==> config.mk <==
export PLATFORM = sky130hd
export DESIGN_NAME = nct_ctrl
export DESIGN_NICKNAME = d
export VERILOG_FILES = /design/src/rtl/nct_pkg.sv /design/src/rtl/nct_ctrl.sv
export SDC_FILE = /design/constraint.sdc
export NUM_CORES = 1
export LEC_CHECK = 0
export BUFFER_PORTS_ARGS = -buffer_cell sky130_fd_sc_hd__buf_4
export CAP_MARGIN = 20
export CORE_AREA = 5 5 42 44
export DETAILED_ROUTE_END_ITERATION = 12
export DIE_AREA = 0 0 47 49
export GPL_ROUTABILITY_DRIVEN = 0
export PLACE_DENSITY_LB_ADDON = 0.25
export SLEW_MARGIN = 20
export SYNTH_ARGS = -nofsm -noshare
export SYNTH_HDL_FRONTEND = slang
export SYNTH_SLANG_ARGS = --single-unit
==> constraint.sdc <==
create_clock -name clk -period 1.9 [get_ports clk]
set_clock_uncertainty 0.2 [all_clocks]
set_input_delay 0.38 -clock clk [delete_from_list [all_inputs] [get_ports clk]]
set_output_delay 0.38 -clock clk [all_outputs]
set_load 0.005 [all_outputs]
==> src/rtl/nct_pkg.sv <==
// Shared codes, constants and controller/datapath interface types for the name/count table.
package nct_pkg;

    localparam int TABLE_ENTRIES_DEF = 128;
    localparam int NAME_CHARS_DEF    = 30;

    localparam int NAME_BITS_MAX = 240;
    localparam int COUNT_W       = 31;
    localparam int STATUS_W      = 3;
    localparam int KIND_W        = 2;
    localparam int PORT_IDX_W    = 7;
    localparam int DISTINCT_W    = 8;

    localparam logic [COUNT_W-1:0] COUNT_MAX = {COUNT_W{1'b1}};

    // Item kinds.
    localparam logic [KIND_W-1:0] KIND_MERGE = 2'd0;
    localparam logic [KIND_W-1:0] KIND_READ  = 2'd1;
    localparam logic [KIND_W-1:0] KIND_CLEAR = 2'd2;

    // Result status codes.
    localparam logic [STATUS_W-1:0] ST_ADDED     = 3'd0;
    localparam logic [STATUS_W-1:0] ST_INSERTED  = 3'd1;
    localparam logic [STATUS_W-1:0] ST_DROPPED   = 3'd2;
    localparam logic [STATUS_W-1:0] ST_IGNORED   = 3'd3;
    localparam logic [STATUS_W-1:0] ST_READ_OK   = 3'd4;
    localparam logic [STATUS_W-1:0] ST_READ_MISS = 3'd5;
    localparam logic [STATUS_W-1:0] ST_CLEARED   = 3'd6;

    // Commands from the controller to the datapath.
    typedef struct packed {
        logic load;
        logic scan_start;
        logic scan_step;
        logic rd_issue;
        logic hit;
        logic write_count;
        logic insert;
        logic set_full;
        logic set_empty;
        logic set_read_ok;
        logic set_read_miss;
        logic clear;
        logic publish;
    } cmd_t;

    // Status from the datapath to the controller.
    typedef struct packed {
        logic [KIND_W-1:0] kind;
        logic              name_empty;
        logic              read_in_range;
        logic              match;
        logic              scan_more;
        logic              pend;
        logic              table_full;
        logic              out_free;
    } stat_t;

endpackage

==> src/rtl/nct_ctrl.sv <==
// Controller state machine of the name/count table.
module nct_ctrl (
    input  logic           clk,
    input  logic           rst_n,
    input  logic           in_valid,
    output logic           in_stall,
    input  nct_pkg::stat_t stat,
    output nct_pkg::cmd_t  cmd
);
    import nct_pkg::*;

    localparam logic [2:0] S_IDLE   = 3'd0;
    localparam logic [2:0] S_DECODE = 3'd1;
    localparam logic [2:0] S_SCAN   = 3'd2;
    localparam logic [2:0] S_UPDATE = 3'd3;
    localparam logic [2:0] S_RDATA  = 3'd4;
    localparam logic [2:0] S_DONE   = 3'd5;

    logic [2:0] state_reg;
    logic [2:0] state_next;

    always_comb
    begin
        cmd        = '0;
        state_next = state_reg;
        in_stall   = 1'b1;
        unique case (state_reg)
            S_IDLE:
            begin
                in_stall = 1'b0;
                if (in_valid)
                begin
                    cmd.load   = 1'b1;
                    state_next = S_DECODE;
                end
            end
            S_DECODE:
            begin
                unique case (stat.kind)
                    KIND_MERGE:
                    begin
                        if (stat.name_empty)
                        begin
                            cmd.set_empty = 1'b1;
                            state_next    = S_DONE;
                        end
                        else
                        begin
                            cmd.scan_start = 1'b1;
                            state_next     = S_SCAN;
                        end
                    end
                    KIND_READ:
                    begin
                        if (stat.read_in_range)
                        begin
                            cmd.rd_issue = 1'b1;
                            state_next   = S_RDATA;
                        end
                        else
                        begin
                            cmd.set_read_miss = 1'b1;
                            state_next        = S_DONE;
                        end
                    end
                    KIND_CLEAR:
                    begin
                        cmd.clear  = 1'b1;
                        state_next = S_DONE;
                    end
                    default:
                    begin
                        state_next = S_IDLE;
                    end
                endcase
            end
            S_SCAN:
            begin
                if (stat.match)
                begin
                    cmd.hit    = 1'b1;
                    state_next = S_UPDATE;
                end
                else if (stat.scan_more)
                begin
                    cmd.scan_step = 1'b1;
                end
                else if (!stat.pend)
                begin
                    if (stat.table_full)
                    begin
                        cmd.set_full = 1'b1;
                    end
                    else
                    begin
                        cmd.insert = 1'b1;
                    end
                    state_next = S_DONE;
                end
            end
            S_UPDATE:
            begin
                cmd.write_count = 1'b1;
                state_next      = S_DONE;
            end
            S_RDATA:
            begin
                cmd.set_read_ok = 1'b1;
                state_next      = S_DONE;
            end
            S_DONE:
            begin
                if (stat.out_free)
                begin
                    cmd.publish = 1'b1;
                    state_next  = S_IDLE;
                end
            end
            default:
            begin
                state_next = S_IDLE;
            end
        endcase
    end

    always_ff @(posedge clk or negedge rst_n)
    begin
        if (!rst_n)
        begin
            state_reg <= S_IDLE;
        end
        else
        begin
            state_reg <= state_next;
        end
    end

endmodule

## Yosys cells after proc, flatten, opt, wreduce, memory -nomap -nowiden

Index checks and enable logic that the tools add are counted.

- Bits in registers: 3
- Output and inout port bits: 14
- Latch bits: 0
- Word-level logic and storage cells: 56
- Bits in writable memories: 0
- ROM bits: 0
- Input port bits: 12
- Memories: 0

- Multiplexer cells: 40
- Bitwise gates (word level): 0
- Shift-type cells: 0
- Reduce and logical (&&, ||, !) cells: 4
- $add $sub $neg: 0
- Divide/modulo/power cells: 0
- $mul: 0
- Eq/ne operators: 11
- $lt $le $gt $ge: 0

Operators with widths:

| operator | number |
|---|---|
| 2-to-1 mux 1 bit | 27 |
| 2-to-1 mux 3 bit | 6 |
| one-hot mux 3 bit (5 select lines) | 1 |
| 2-to-1 mux 2 bit | 5 |
| one-hot mux 3 bit (3 select lines) | 1 |
| == test 3 x 2 -> 1 bit, second input constant | 2 |
| == test 3 bit, second input constant | 2 |
| inequality test 3 bit, second input constant | 2 |
| inequality test 2 bit, second input constant | 2 |
| AND reduction 4 bit | 1 |
| == test 3 x 1 -> 1 bit, second input constant | 1 |
| logical NOT 3 bit | 1 |
| == test 2 x 1 -> 1 bit, second input constant | 1 |
| == test 2 bit, second input constant | 1 |
| logical NOT 2 bit | 1 |
| OR reduction 2 bit | 1 |

## Depth between registers and ports, before layout

Gate-level depths: netlist of run 1.

- Word-level depth: 5
- Depth in mapped cells: 6
- Mapped depth without buffers: 6

## Least setup slack after synthesis of run 1

No wires, ideal clock.

- Path type: register to output
- Start: reg state_reg[0]
- End: out cmd[12] (netlist bit)
- Arrival time: 1.088 ns
- Data required time: 1.320 ns
- Stages on the path, launching flop included: 4
- Buffers on the path: 1
- Path slack: 0.232 ns
- Cell sequence: dfrtp_1 buf_6 or3_2 nor2_1

RTL lines:

| what | line | text |
|---|---|---|
| start: declaration | nct_ctrl.sv:19 | `logic [2:0] state_reg;` |
| start signal: assignment | nct_ctrl.sv:134 | `state_reg <= state_next;` |
| end: declaration | nct_ctrl.sv:8 | `output nct_pkg::cmd_t cmd` |

==> results_dict.tcl, run 1 <==
set metrics [dict create \
    grtUsageMet1 0.1233 \
    largest_register_ffs 3 \
    place_worst_setup_slack_ns 0.1390 \
    adder_and_majority_cell_fraction_of_the_synthesized_area 0.1180 \
    achievable-frequency_ghz 0.5327 \
    design.die.area_mm2 0.002303 \
    netlist_cell_types 29 \
    htree_num_levels 1 \
    most_common_cell_after_layout_fill_and_taps_aside "sky130_fd_sc_hd__buf_4" \
    nets 102 \
    detail_route.wl_per_cell_um 10.86 \
    cts-buffers-inserted 3 \
    rsz0062_at_grt "true" \
    synth.top_cells.by_area "sky130_fd_sc_hd__dfrtp_1 18%, sky130_fd_sc_hd__ha_1 12%, sky130_fd_sc_hd__buf_6 5.3%" \
    antenna_cells 0 \
    port_buffers 25 \
    worstPathArrival_ns 1.30 \
    leakagePower_nw 0.3659 \
    drt_pass1_iterations 4 \
    post_detail_place_hpwl_um 835.8 \
    xor_xnor_fraction_of_synth_area 0 \
    via_count 493 \
    design.core.area_mm2 0.001401 \
    min-delay-start "stat[0]" \
    first_global_vias 470 \
    hold-worst-slack_ns 0.1575 \
    worst_setup_path_start_kind "flop" \
    clock_sink_count 3 \
    drt_iter0_drc 1 \
    start_util 0.3027 \
    critPathCaptureType "primary output" \
    dominant_combinational_cell_family_by_area_after_synthesis "simple AND/OR/NAND/NOR gates" \
    maxCapViolCount 0 \
    yosys_warnings 0 \
    synth.area.mux_share 0 \
    ys_ff_latch 3 \
    critPathKind "reg -> out" \
    worstSkewPairLatency_ns 0.23 \
    clock_path_buffers 2 \
    syn-mean-instance-area_um2 8.157 \
    grt_max_degree 12 \
    synth.largest_area_cell "sky130_fd_sc_hd__dfrtp_1" \
    final_util 0.5027 \
    ys_seq_area_frac 0.1770 \
    number_of_antenna_violations_at_the_first_check_in_global_routing 0 \
    final_design_area_no_fill_um2 704.4 \
    setup_ws_ns 0.02285 \
    global_route.usage.met2 0.1561 \
    layout_worst_path_cycle_share 0.9880 \
    grt_first_pass_wirelength_mm 1.738 \
    drt_drc_violations_left 0 \
    tightestPinTransition_ns 0.2784 \
    die_width_um 47 \
    layout_min_cycle_time_ns 1.877 \
    cts-root-buf "sky130_fd_sc_hd__clkbuf_4" \
    report.final.hold_viol_count 0 \
    count_of_boundary_i_o_pins 26 \
    power-per-cell-area_mw_per_mm2 918.4 \
    grt_remaining_overflow 0 \
    final-max-slew-violation-count 0 \
    drt_via_density 4.881 \
    flow.area_growth_from_synthesis_pct 66.08 \
    gr-max-usage-layer "met2" \
    met3_usage 0.003690 \
    mostFrequentLayoutCells "29 x sky130_fd_sc_hd__buf_4, 4 x sky130_fd_sc_hd__nand2_1, 4 x sky130_fd_sc_hd__inv_1, 4 x sky130_fd_sc_hd__ha_1" \
    finalWirelength_mm 1.097 \
    ir_drop_mv 0.3154 \
    crit_start "state_reg[2]$_DFFE_PN0P_" \
    std_cell_rows 14 \
    fp.dieH_um 49 \
    cts_tree "yes" \
    synth_largest_type_area_fraction 0.1770 \
    synth-simple-area-share 0.4720 \
    r2r_start "state_reg[0]$_DFFE_PN0P_" \
    syn-num-nets 68 \
    post_route_cells_drive_above_1_share 0.5765 \
    synth_compound_gate_area_share 0.1357 \
    globalRouteTotalUtil 0.09937 \
    final-setup-viol-count 0 \
    cp.required_ns 1.32 \
    slew_headroom 0.8124 \
    hold_class "in -> reg" \
    detailed_place.area_um2 609.3 \
    post_synth_design_cell_area_um2 424.2 \
    outcome "completed" \
    critical_path.max_fanout 7 \
    drtAntennaViolNets 0 \
    clk_pin_slew_worst_paths_ns 0.04 \
    netlist_instances 52 \
]
-- report_power, final --
group          switching, mW  internal [mW]  total [mW]
Sequential            0.0592         0.0917       0.151
Combinational          0.153          0.234       0.388
Clock                 0.0299         0.0785       0.108
-- worst max-delay path, cell delays in order, from the launching register on --
cell and delay [ns]:
sky130_fd_sc_hd__dfrtp_2 0.46, sky130_fd_sc_hd__nor4b_4 0.32, sky130_fd_sc_hd__and3_1 0.19, sky130_fd_sc_hd__buf_4 0.10
-- stage by stage --
stage          cells  total power [mW]  setup TNS [ns]
6_report         101            0.6469               0
5_1_grt          101            0.7011         -0.2346
4_1_cts           99            0.6330       -0.006096
3_5_place_dp      91            0.4512               0
3_3_place_gp      91            0.4488               0
2_1_floorplan     52            0.3529               0
-- final cells by class --
| class | count | area, um2 |
|---|---|---|
| flip-flops and latches | 3 | 78.83 |
| well taps | 16 | 20.02 |
| multi-input cells | 42 | 325.3 |
| repair buffers | 31 | 232.7 |
| inverters | 5 | 21.27 |
| clock buffers | 4 | 26.28 |
| fillers | 148 | 696.9 |
-- routing by layer --
layer  wire length [um]  share of wire
met5                  0              0
met2                563           0.51
met4                  0              0
met3                 59          0.054
met1                474           0.43
-- final timing paths --
check | slack, ns | cells past startpoint | end
setup / recovery | 0.02 | 3 | cmd[5]
hold / removal | 0.16 | 2 | state_reg[2]$_DFFE_PN0P_
setup reg to reg | 0.27 | 4 | state_reg[2]$_DFFE_PN0P_
hold reg to reg | 0.48 | 2 | state_reg[2]$_DFFE_PN0P_
max in group asynchronous | 1.12 | 2 | state_reg[0]$_DFFE_PN0P_
min in group asynchronous | 0.28 | 2 | state_reg[2]$_DFFE_PN0P_
-- synthesized netlist by cell type --
cell,count
sky130_fd_sc_hd__a21boi_0,1
sky130_fd_sc_hd__a21oi_1,2
sky130_fd_sc_hd__a22o_1,1
sky130_fd_sc_hd__a311oi_1,1
sky130_fd_sc_hd__and2_1,1
sky130_fd_sc_hd__and2_2,1
sky130_fd_sc_hd__and2b_2,1
sky130_fd_sc_hd__and3_1,2
sky130_fd_sc_hd__and3_2,2
sky130_fd_sc_hd__and4_1,2
sky130_fd_sc_hd__buf_6,2
sky130_fd_sc_hd__dfrtp_1,3
sky130_fd_sc_hd__ha_1,4
sky130_fd_sc_hd__inv_1,5
sky130_fd_sc_hd__nand2_1,4
sky130_fd_sc_hd__nand2b_1,1
sky130_fd_sc_hd__nand3_2,1
sky130_fd_sc_hd__nand3b_1,1
sky130_fd_sc_hd__nor2_1,5
sky130_fd_sc_hd__nor3_1,1
sky130_fd_sc_hd__nor3_2,1
sky130_fd_sc_hd__nor3b_1,1
sky130_fd_sc_hd__nor3b_2,1
sky130_fd_sc_hd__nor4b_2,1
sky130_fd_sc_hd__o21ai_0,2
sky130_fd_sc_hd__o22ai_1,2
sky130_fd_sc_hd__or3_1,1
sky130_fd_sc_hd__or3_2,1
sky130_fd_sc_hd__or4_4,1
-- kinds of logic (layout without fill, tap and decap cells) --
logic type,after synthesis,count (layout)
DFF,3,3
buffers and inverters,7,40
AOI/OAI and AO/OA,9,9
adders and majority gates,4,4
and+or+nand+nor,29,29
-- repair_timing --
item | in CTS | in global routing
buffers inserted | 3 | 2
setup endpoints to repair | 10 | 10
pin swaps | 0 | 2
endpoints found under the hold margin | 3 | 0
hold buffers | 1 | 0
gates resized for setup | 6 | 3
No activity file was read; power rests on OpenSTA's default activity.
==> run 2: changes to the inputs <==
--- a/config.mk
+++ b/config.mk
@@ -11,7 +11,6 @@
 export DETAILED_ROUTE_END_ITERATION = 12
 export DIE_AREA = 0 0 47 49
 export GPL_ROUTABILITY_DRIVEN = 0
-export PLACE_DENSITY_LB_ADDON = 0.25
 export SLEW_MARGIN = 20
 export SYNTH_ARGS = -nofsm -noshare
 export SYNTH_HDL_FRONTEND = slang
==> results_dict.tcl, run 2 (synthesized netlist as in run 1, its figures left out) <==
set metrics [dict create \
    most_common_cell_after_layout_fill_and_taps_aside "sky130_fd_sc_hd__buf_4" \
    critical_path.max_fanout 7 \
    slew_headroom 0.7885 \
    ir_drop_mv 0.3165 \
    port_buffers 25 \
    antenna_cells 0 \
    outcome "completed" \
    critPathKind "reg -> out" \
    rsz0062_at_grt "true" \
    post_route_cells_drive_above_1_share 0.5542 \
    sequentialPowerShare 0.232 \
    detail_route.wl_per_cell_um 11.71 \
    flow.area_growth_from_synthesis_pct 63.42 \
    holdPathStages 2 \
    leakagePower_nw 0.3560 \
    number_of_antenna_violations_at_the_first_check_in_global_routing 0 \
    start_util 0.3027 \
    achievable-frequency_ghz 0.5287 \
    report.final.hold_viol_count 0 \
    cts-root-buf "sky130_fd_sc_hd__clkbuf_4" \
    grt_first_pass_wirelength_mm 1.731 \
    share_clk_of_total_power 0.176 \
    grt_max_degree 13 \
    drt_pass1_iterations 2 \
    switching_power_mw 0.2487 \
    first_global_vias 440 \
    final-setup-viol-count 0 \
    final_util 0.4946 \
    worstRegToRegCells 4 \
    netSwitchingFraction 0.3871 \
    worstSkewPairLatency_ns 0.23 \
    cp.required_ns 1.32 \
    hold_class "in -> reg" \
    die_width_um 47 \
    critPathCaptureType "primary output" \
    worst_setup_path_start_kind "flop" \
    power-per-cell-area_mw_per_mm2 926.8 \
    design.core.area_mm2 0.001401 \
    timing.reg2reg.setup_slack_ns 0.26 \
    globalRouteTotalUtil 0.09514 \
    nets 100 \
    r2r_start "state_reg[0]$_DFFE_PN0P_" \
    worstReg2RegEnd "state_reg[2]$_DFFE_PN0P_" \
    std_cell_rows 14 \
    pwr-share-comb 0.592 \
    maxCapViolCount 0 \
    grt_remaining_overflow 0 \
    via_count 485 \
    clock_path_buffers 2 \
    post-layout-total-power_mw 0.6424 \
    design.die.area_mm2 0.002303 \
    min-delay-start "stat[0]" \
    worstPathArrival_ns 1.31 \
    htree_num_levels 1 \
    final-max-slew-violation-count 0 \
    drt_iter0_drc 7 \
    clk_pin_slew_worst_paths_ns 0.04 \
    cts_tree "yes" \
    largest_register_ffs 3 \
    mostFrequentLayoutCells "27 x sky130_fd_sc_hd__buf_4, 5 x sky130_fd_sc_hd__inv_1, 4 x sky130_fd_sc_hd__nand2_1, 4 x sky130_fd_sc_hd__ha_1" \
    drtAntennaViolNets 0 \
    layout_min_cycle_time_ns 1.891 \
    drt_via_density 4.899 \
    worst_hold_path_ep "state_reg[0]$_DFFE_PN0P_" \
    fp.dieH_um 49 \
    cts-buffers-inserted 3 \
    clock_sink_count 3 \
    post_detail_place_hpwl_um 879.8 \
    tightestPinTransition_ns 0.3139 \
    count_of_boundary_i_o_pins 26 \
    p_int_mw 0.3937 \
    finalWirelength_mm 1.159 \
    drt_drc_violations_left 0 \
    layout_worst_path_cycle_share 0.9955 \
]
run 2: final cells by class:
| class | count | area (um2) |
|---|---|---|
| Tap cell | 16 | 20.02 |
| Clock buffer | 4 | 26.28 |
| Multi-Input combinational cell | 42 | 331.6 |
| Inverter | 5 | 18.77 |
| Fill cell | 146 | 708.2 |
| Timing Repair Buffer | 29 | 217.7 |
| Sequential cell | 3 | 78.83 |
run 2: worst max-delay path, stage by stage (launching register included):
cell and delay [ns]:
sky130_fd_sc_hd__dfrtp_2 0.47, sky130_fd_sc_hd__nor4b_4 0.32, sky130_fd_sc_hd__and3_1 0.19, sky130_fd_sc_hd__buf_4 0.10
run 2: through the flow:
step	instances	instance area (um2)	setup TNS (ns)	setup slack, ns	hold slack (ns)
after global routing	99	693.2	-0.1686	-0.07004	0.1627
after CTS	97	668.1	0	0.01133	0.1573
after global placement	92	616.8	0	0.1521	-0.03033
final	99	693.2	0	0.008549	0.1584
after detailed placement	92	616.8	0	0.1343	-0.03111
after floorplan	52	424.2	0	0.2321	-0.1156
run 2: worst max path at each step:
| stage | startpoint | to | slack [ns] |
|---|---|---|---|
| 6_report | state_reg[2]$_DFFE_PN0P_ | cmd[5] | 0.009 |
| 5_1_grt | state_reg[2]$_DFFE_PN0P_ | cmd[6] | -0.07 |
| 4_1_cts | state_reg[0]$_DFFE_PN0P_ | cmd[12] | 0.01 |
| 3_5_place_dp | state_reg[0]$_DFFE_PN0P_ | cmd[12] | 0.13 |
| 3_3_place_gp | state_reg[0]$_DFFE_PN0P_ | cmd[12] | 0.15 |
| 2_1_floorplan | state_reg[0]$_DFFE_PN0P_ | cmd[12] | 0.23 |
run 2: repair_timing:
action | in CTS | in global routing
gates cloned | 0 | 0
pin swaps | 1 | 4
endpoints found under the hold margin | 3 | 0
endpoints found under the setup margin | 8 | 9
setup buffers | 0 | 2
resized for setup | 4 | 4
hold buffers | 1 | 0
run 2: metal layers:
metal | share of wire | vias up | GRT usage
met3 | 0.053 | 0 | 0.003690
met4 | 0 | 0 | 0.02765
met2 | 0.51 | 13 | 0.1561
met1 | 0.43 | 226 | 0.1300
li1 | - | 246 | -
met5 | 0 | - | 0
run 2: power groups by stage:
stage | registers [mW] | logic, mW | clock network [mW]
5_1_grt | 0.151 | 0.419 | 0.118
2_1_floorplan | 0.109 | 0.244 | 0
6_report | 0.149 | 0.380 | 0.113
3_3_place_gp | 0.141 | 0.314 | 0
3_5_place_dp | 0.142 | 0.316 | 0
4_1_cts | 0.154 | 0.332 | 0.114
